===== src/hw/rtl/tec_ram.sv =====
module tec_ram #(
	parameter int Width = 8,
	parameter int Depth = 16
) (
	input  logic                     clk,
	input  logic                     we,
	input  logic [$clog2(Depth)-1:0] waddr,
	input  logic [Width-1:0]         wdata,
	input  logic [$clog2(Depth)-1:0] raddr,
	output logic [Width-1:0]         rdata
);
	logic [Width-1:0] mem [Depth];

	always_ff @(posedge clk) begin
		if (we) mem[waddr] <= wdata;
		rdata <= mem[raddr];
	end
endmodule


===== config.mk =====
export PLATFORM = sky130hd
export DESIGN_NAME = tec_ram
export DESIGN_NICKNAME = d
export VERILOG_FILES = /design/src/hw/rtl/tec_ram.sv
export SDC_FILE = /design/constraint.sdc
export NUM_CORES = 1
export LEC_CHECK = 0
export BUFFER_PORTS_ARGS = -buffer_cell sky130_fd_sc_hd__clkbuf_2
export CELL_PAD_IN_SITES_DETAIL_PLACEMENT = 1
export CELL_PAD_IN_SITES_GLOBAL_PLACEMENT = 1
export CORE_MARGIN = 2
export CORE_UTILIZATION = 53
export DETAILED_ROUTE_END_ITERATION = 12
export GPL_ROUTABILITY_DRIVEN = 0
export PLACE_DENSITY_LB_ADDON = 0.1
export SETUP_SLACK_MARGIN = 0.1
export SLEW_MARGIN = 20
export SYNTH_ARGS = -nofsm -noshare
export SYNTH_HDL_FRONTEND = slang
export SYNTH_SLANG_ARGS = --single-unit

===== constraint.sdc =====
create_clock -name clk -period 2.3 [get_ports clk]
set_clock_uncertainty 0.05 [all_clocks]
set_input_delay 0.23 -clock clk [delete_from_list [all_inputs] [get_ports clk]]
set_output_delay 0.23 -clock clk [all_outputs]
set_load 0.05 [all_outputs]

==> results.cfg, run 1 <==
[floorplanning]
placementRows = 35
initial_utilization_pct = 55.2
dieArea_um2 = 10500
io_pins = 26
die_h_um = 103
core-area_um2 = 9330
die_x_um = 103

[timing]
tightest_slew_ns = 0.657
worst_slack_ns = 0.851
rsz0062_at_grt = false
setup_viol = 0
fin_tns_setup_ns = 0
hold_viol_final = 0
drv_slew = 0
min_period_ns = 1.45
slew_headroom_pct = 56.0
finalCritPeriodShare_pct = 63.0
max_freq_mhz = 690
whs_ns = 0.0865

[clock_network]
ctsResizeCount = 0
cts_buffers = 17
holdBufCountCts = 0
cts_tree = built
cts.sinks = 136
root_buffer = clkbuf_8
path_clk_slew_ns = 0.06
cts-htree-levels = 4
clk_latency_ns = 0.52
clock_path_buffers = 2
postCtsSetupRepairBufs = 0

[yosys]
synth_area_per_cell_um2 = 22.5
ys_warn_count = 0
async_flop_share_pct = 0
ys_top_cells_by_count = 128 x edfxtp_1, 18 x mux4_2, 16 x a22oi_1, 14 x mux4_1, 13 x nor2_1
synth_top_cell_by_area = edfxtp_1
syn_inst = 229
synth-edff-count = 128
synthFlopType = edfxtp_1
yosysSeqAreaShare_pct = 77.8
netlist_top_cells_area = edfxtp_1 75%, mux4_2 7.9%, mux4_1 7.1%, dfxtp_1 3.1%, a22oi_1 2.3%
synth.most_common_cell = edfxtp_1
synth_nets = 247
synth_top_area_share_pct = 74.7
yosys_register_bits = 136
syn_area_um2 = 5150
yosysUniqueCellTypes = 19

[power_and_ir_drop]
power.ir.vdd_worst_uv = 672
p_leak_nw = 2.09
power.total_mw = 5.73
p_per_area_nw_per_um2 = 941

[detailed_routing]
post_drt_wl_per_cell_um = 24.2
drt_iter0_markers = 157
final_antenna_net_count = 0
vias = 2438
viasPerCell = 5.74
firstDrtPassIters = 4
drcViolationCount = 0
wl_um = 10300

[final_layout]
fin_nets = 301
drive_gt1_share_pct = 31.8
syn2layout_area_growth_pct = 18.3
design_area_um2 = 6090
fin_cells = 425
diodes = 0
fillers = 767
fin_util_pct = 65.3

[critical_path]
crit_type = flop to flop
crit_required_ns = 2.64
cp-end-kind = flop
worst-path-buf-inv = 0
worstPathMaxFanout = 1
worstPathArrival_ns = 1.79
cp_cell_sequence = mux4_1 > a22oi_1 > nand2_1
r2r_start = mem[9][4]$_DFFE_PP_
critPathSlowestCell = mux4_1
critical_path.top_delay_family = multiplexers
startpoint_type = flop
max_stage_delay_ns = 0.50
crit_path_start = mem[9][4]$_DFFE_PP_

[worst_hold_path]
holdCritStartpoint = wdata[3]
hold_class = input pin to flop

[run]
max_cap_viol_count = 0

[global_routing]
grt_pass1_vias = 2631
grt_pass1_wl_um = 15700
grt_max_degree = 33
grt_overflow = 0
gr-usage-all-layers_pct = 22.0
antenna_found_initial = 0

[placement]
dpl-instance-area_um2 = 5510
dp_cells = 393
port_buffers = 25
dp_hpwl_um = 6460
dp_worst_setup_slack_ns = 0.472

[run_status]
status = complete, no violations
report_power, final:
group,switching [mW],internal (mW)
Sequential,0.0180,2.77
Combinational,0.202,0.110
Clock,0.985,1.64
placed cells by master, fill, tap and decap left out:
master        n
edfxtp_1    128
clkbuf_2     25
buf_4        19
mux4_2       18
a22oi_1      16
clkbuf_16    16
mux4_1       14
nor2_1       13
nand2_1       9
dfxtp_1       8
clkinv_2      5
nor3_1        4
bufinv_16     3
clkinv_4      3
nand3b_1      2
nand2b_1      2
clkbuf_1      2
clkinvlp_4    2
nor2b_1       1
and2_1        1
and2b_1       1
nand3_1       1
or3b_2        1
clkbuf_8      1
buf_12        1
cells by family after synthesis:
group	Yosys count	share of synthesized area (%)
flops	136	77.8
mux	32	15.0
compound gates	16	2.33
simple gates	35	3.18
buf+inv	10	1.68
path summary, 6_finish.rpt:
path                                            end  slack, ns  depth (start not counted)
worst max-delay path               rdata[4]$_DFF_P_       0.85                          3
worst min-delay path            mem[4][3]$_DFFE_PP_       0.09                          1
worst max register to register     rdata[4]$_DFF_P_       0.85                          3
worst min register to register     rdata[3]$_DFF_P_       0.63                          3
sequential cells by signal, summed over array words and instances, names as in the netlist:
register	cells
mem	128
rdata	8
area by class of cell:
class / instances / area [um^2] / share of cell area [%]
Multi-Input combinational cell: 83 / 1060 / 17.4
Tap cell: 129 / 161 / 2.65
Timing Repair Buffer: 45 / 288 / 4.73
Clock inverter: 13 / 156 / 2.57
Sequential cell: 136 / 4000 / 65.8
Clock buffer: 19 / 422 / 6.93
metal layers:
| layer | routed length (um) | up-vias | GRT usage, % |
|---|---|---|---|
| li1 | - | 1089 | - |
| met1 | 4570 | 1261 | 31.0 |
| met2 | 5030 | 75 | 34.3 |
| met3 | 547 | 13 | 5.97 |
| met4 | 115 | 0 | 7.18 |
| met5 | 0 | - | 0 |
(Power assumes the default switching activity.)
==> run 2, diff against run 1 <==
--- a/config.mk
+++ b/config.mk
@@ -9,7 +9,7 @@
 export CELL_PAD_IN_SITES_DETAIL_PLACEMENT = 1
 export CELL_PAD_IN_SITES_GLOBAL_PLACEMENT = 1
 export CORE_MARGIN = 2
-export CORE_UTILIZATION = 53
+export CORE_UTILIZATION = 48
 export DETAILED_ROUTE_END_ITERATION = 12
 export GPL_ROUTABILITY_DRIVEN = 0
 export PLACE_DENSITY_LB_ADDON = 0.1
==> constraint.sdc (replaced) <==
create_clock -name clk -period 1.23 [get_ports clk]
set_clock_uncertainty 0.05 [all_clocks]
set_input_delay 0.123 -clock clk [delete_from_list [all_inputs] [get_ports clk]]
set_output_delay 0.123 -clock clk [all_outputs]
set_load 0.05 [all_outputs]
==> run 2 against run 1 <==
Effect of this change:
- the flow now finishes with violations (negative setup slack)
- wire length is 7.1% higher
- fmax is 4.7% higher
- register-to-register slack worse by 1.0 ns
- via count is 3.7% higher
- critical endpoint is now rdata[0]$_DFF_P_
- largest cell class unchanged
==> results.cfg, run 2 (synthesis gave the netlist of run 1 again) <==
[run_status]
status = complete, but fails checks
violations = negative setup slack

[final_layout]
multi_input_area_um2 = 1130
design_area_um2 = 6620
reg_top3 = mem x128, rdata x8
final_common_cell = edfxtp_1
syn2layout_area_growth_pct = 28.7
drive_gt1_share_pct = 47.9
mostFrequentLayoutCells = 128 x edfxtp_1, 31 x mux4_2, 20 x clkbuf_16, 18 x buf_4, 17 x clkbuf_2
fin_nets = 318
diodes = 0
fillers = 875
seq_area_um2 = 4020
largest_reg_flops = 128
regMostFlops = mem

[floorplanning]
die_x_um = 108
io_pins = 26
die_h_um = 108
core-area_um2 = 10400
dieArea_um2 = 11600
placementRows = 37
initial_utilization_pct = 49.6

[critical_path]
worstPathArrival_ns = 1.73
worstPathMaxFanout = 1
reg2reg_depth = 3
cp_cell_sequence = mux4_2 > a22oi_2 > nand2_1
critical_path.top_delay_family = multiplexers
crit_type = flop to flop
worst-path-buf-inv = 0
r2r_slack_ns = -0.15
max_stage_delay_ns = 0.49
cp_num_cells = 3
r2r_start = mem[14][0]$_DFFE_PP_
cp-end-kind = flop
r2r-end = rdata[0]$_DFF_P_
critPathSlowestCell = mux4_2
startpoint_type = flop
crit_required_ns = 1.57

[clock_network]
root_buffer = clkbuf_8
clock_path_buffers = 2
postCtsSetupRepairBufs = 0
path_clk_slew_ns = 0.06
cts.sinks = 136
cts_tree = built
clk_latency_ns = 0.52
cts_buffers = 17
cts-htree-levels = 4

[detailed_routing]
firstDrtPassIters = 4
viasPerCell = 5.63
final_antenna_net_count = 0
drt_iter0_markers = 176
wl_um = 11000
post_drt_wl_per_cell_um = 24.5
drcViolationCount = 0
vias = 2529

[global_routing]
grt_pass1_wl_um = 16600
grt_overflow = 0
grt_pass1_vias = 2779
antenna_found_initial = 0
grt_max_degree = 18
gr-usage-all-layers_pct = 21.4

[worst_hold_path]
hold_class = input pin to flop
whs_path_depth = 1
min_to = mem[13][0]$_DFFE_PP_
holdCritStartpoint = wdata[0]

[timing]
max_freq_mhz = 722
worst_slack_ns = -0.154
whs_ns = 0.0298
setup_viol = 8
finalCritPeriodShare_pct = 113
tightest_slew_ns = 1.06
rsz0062_at_grt = true
hold_viol_final = 0
slew_headroom_pct = 29.0
drv_slew = 0
fin_tns_setup_ns = -0.689
min_period_ns = 1.38

[placement]
dpl-instance-area_um2 = 5770
port_buffers = 25
dp_hpwl_um = 7020
dp_worst_setup_slack_ns = -0.472

[power_and_ir_drop]
p_leak_nw = 2.23
p_per_area_nw_per_um2 = 1690
power.ir.vdd_worst_uv = 1090

[run]
max_cap_viol_count = 0
[run 2: worst register-to-register path, delay by kind of cell (launching register included)]
| family | cells | cell delay (ns) |
|---|---|---|
| AND/OR/NAND/NOR | 1 | 0.08 |
| multiplexers | 1 | 0.49 |
| AO/OA/AOI/OAI | 1 | 0.24 |
| flip-flops | 1 | 0.40 |
[run 2: power breakdown]
group | switching (mW) | internal (mW) | leakage [nW] | total (mW)
registers | 0.0516 | 5.19 | 1.22 | 5.24
logic | 0.421 | 0.368 | 0.704 | 0.789
clock network | 1.83 | 3.33 | 0.297 | 5.16
[run 2: worst max-delay path by stage]
stage,startpoint,end,slack [ns]
2_1_floorplan,waddr[2],mem[0][0]$_DFFE_PP_,-0.08
3_3_place_gp,raddr[0],rdata[5]$_DFF_P_,-0.46
3_5_place_dp,raddr[0],rdata[5]$_DFF_P_,-0.47
4_1_cts,mem[3][5]$_DFFE_PP_,rdata[5]$_DFF_P_,-0.17
5_1_grt,mem[11][0]$_DFFE_PP_,rdata[0]$_DFF_P_,-0.16
6_report,mem[14][0]$_DFFE_PP_,rdata[0]$_DFF_P_,-0.15
[run 2: stage by stage]
stage	power [mW]	util (%)	std cells
6_report	11.2	63.9	449
5_1_grt	11.5	63.9	449
4_1_cts	11.3	63.5	449
3_5_place_dp	5.99	55.6	411
3_3_place_gp	5.97	55.6	411
2_1_floorplan	5.71	-	229
[run 2: routing by layer]
layer	part of all wire (%)	GRT usage, %
met5	0	0
met4	1.5	8.88
met3	7.0	6.66
met2	52	34.3
met1	39	27.2
[run 2: cell type report]
| cell class | count | share of cell area (%) |
|---|---|---|
| Tap cell | 136 | 2.57 |
| Timing Repair Buffer | 62 | 10.6 |
| Clock inverter | 13 | 2.68 |
| Sequential cell | 136 | 60.6 |
| Clock buffer | 19 | 6.52 |
| Multi-Input combinational cell | 83 | 17.0 |
[run 2: timing repair]
item                                    in CTS  in global routing
hold buffers                                 6                  0
gates resized for setup                     33                 11
endpoints found under the setup margin      16                 16
pin swaps                                    2                  4
endpoints found under the hold margin       95                  0
==> run 3, diff against run 2 <==
--- a/config.mk
+++ b/config.mk
@@ -6,8 +6,10 @@
 export NUM_CORES = 1
 export LEC_CHECK = 0
 export BUFFER_PORTS_ARGS = -buffer_cell sky130_fd_sc_hd__clkbuf_2
+export CAP_MARGIN = 20
 export CELL_PAD_IN_SITES_DETAIL_PLACEMENT = 1
 export CELL_PAD_IN_SITES_GLOBAL_PLACEMENT = 1
+export CORE_ASPECT_RATIO = 0.6
 export CORE_MARGIN = 2
 export CORE_UTILIZATION = 48
 export DETAILED_ROUTE_END_ITERATION = 12
==> run 3 against run 2 <==
Effect of this change:
- the run still ends with negative setup slack left
- final area decreased by 3.2%
- largest power group unchanged
- highest routed layer unchanged
- wire length decreased by 2.8%
- sequential cell count unchanged
==> results.cfg, run 3 (synthesis gave the netlist of run 1 again) <==
[run_status]
status = complete, but fails checks
violations = negative setup slack

[critical_path]
startpoint_type = flop
crit_required_ns = 1.47
crit_type = flop to flop
max_stage_delay_ns = 0.48
worstPathArrival_ns = 1.56
cp-end-kind = flop
critPathSlowestCell = mux4_2
worstPathMaxFanout = 1
r2r_slack_ns = -0.09
cp_cell_sequence = mux4_2 > a22oi_2 > nand2_1

[final_layout]
largest_reg_flops = 128
drive_gt1_share_pct = 45.8
syn2layout_area_growth_pct = 24.5
fin_nets = 316
design_area_um2 = 6410
diodes = 0
reg_top3 = mem x128, rdata x8
final_common_cell = edfxtp_1
mostFrequentLayoutCells = 128 x edfxtp_1, 32 x mux4_2, 25 x buf_4, 17 x clkbuf_16, 17 x clkbuf_2
regMostFlops = mem
fin_cells = 449
fillers = 866

[floorplanning]
io_pins = 26
core-area_um2 = 10500
initial_utilization_pct = 49.1
dieArea_um2 = 11600
die_h_um = 84.2
placementRows = 29
die_x_um = 138

[power_and_ir_drop]
p_per_area_nw_per_um2 = 1630
p_leak_nw = 2.14
power.ir.vdd_worst_uv = 1070

[worst_hold_path]
hold_class = input pin to flop

[placement]
dp_cells = 418
port_buffers = 25
dp_hpwl_um = 7070
dpl-instance-area_um2 = 5780

[run]
max_cap_viol_count = 0

[detailed_routing]
viasPerCell = 5.50
final_antenna_net_count = 0
post_drt_wl_per_cell_um = 23.8
drcViolationCount = 0
wl_um = 10700
drt_iter0_markers = 194
firstDrtPassIters = 4
vias = 2470

[timing]
drv_slew = 0
hold_viol_final = 0
finalCritPeriodShare_pct = 107
min_period_ns = 1.32
worst_slack_ns = -0.0901
max_freq_mhz = 758
rsz0062_at_grt = true
setup_viol = 8
slew_headroom_pct = 29.8
tightest_slew_ns = 1.05

[global_routing]
gr-usage-all-layers_pct = 21.5
grt_overflow = 0
grt_max_degree = 18
grt_pass1_vias = 2743
grt_pass1_wl_um = 17000
antenna_found_initial = 0

[clock_network]
cts-htree-levels = 4
clock_path_buffers = 2
cts_tree = built
cts.sinks = 136
path_clk_slew_ns = 0.06
holdBufCountCts = 0
root_buffer = clkbuf_16
clk_latency_ns = 0.41
cts_buffers = 17
[run 3: worst max-delay path: cells and delay by family (launching register included)]
family             cells  cell delay, ns
AOI/OAI and AO/OA      1            0.20
DFF                    1            0.38
muxes                  1            0.48
and+or+nand+nor        1            0.08
[run 3: path summary, 6_finish.rpt]
path | from | endpoint | cells past startpoint
worst max-delay path | mem[0][4]$_DFFE_PP_ | rdata[4]$_DFF_P_ | 3
worst min-delay path | wdata[0] | mem[7][0]$_DFFE_PP_ | 1
worst min register to register | mem[6][7]$_DFFE_PP_ | rdata[7]$_DFF_P_ | 3
worst max register to register | mem[0][4]$_DFFE_PP_ | rdata[4]$_DFF_P_ | 3
[run 3: cell type report]
class                   count  area [um^2]  share of cell area (%)
repair buffers             60          589                    9.19
multi-input cells          83         1120                    17.5
well taps                 139          174                    2.71
clock buffers              24          462                    7.20
flip-flops and latches    136         4010                    62.6
clock inverters             7         56.3                   0.878
[run 3: per-layer routing]
layer	share of wire, %	GRT usage, %
met5	0	0
met4	1.5	8.26
met3	3.1	5.50
met2	47	31.5
met1	48	31.5
[run 3: per-stage QoR]
step | power (mW) | TNS [ns] | worst slack (ns) | hold slack [ns] | util (%)
floorplan | 5.71 | -0.632 | -0.0761 | 0.172 | -
global placement | 5.96 | -13.57 | -0.300 | 0.492 | 55.1
detailed placement | 5.98 | -17.28 | -0.327 | 0.509 | 55.1
CTS | 10.5 | -0.651 | -0.109 | 0.0817 | 60.8
global route | 10.8 | -1.04 | -0.154 | 0.113 | 61.1
finish | 10.4 | -0.554 | -0.0901 | 0.0925 | 61.1
[run 3: what timing repair did]
item / CTS / global route
gates resized for setup: 24 / 14
cloned: 0 / 0
setup endpoints to repair: 16 / 15
pin swaps: 0 / 2
setup buffers: 0 / 0
[run 3: power by group]
part	switching, mW	total (mW)	internal [mW]
logic	0.410	0.724	0.314
registers	0.0464	5.24	5.19
clock network	1.70	4.48	2.79
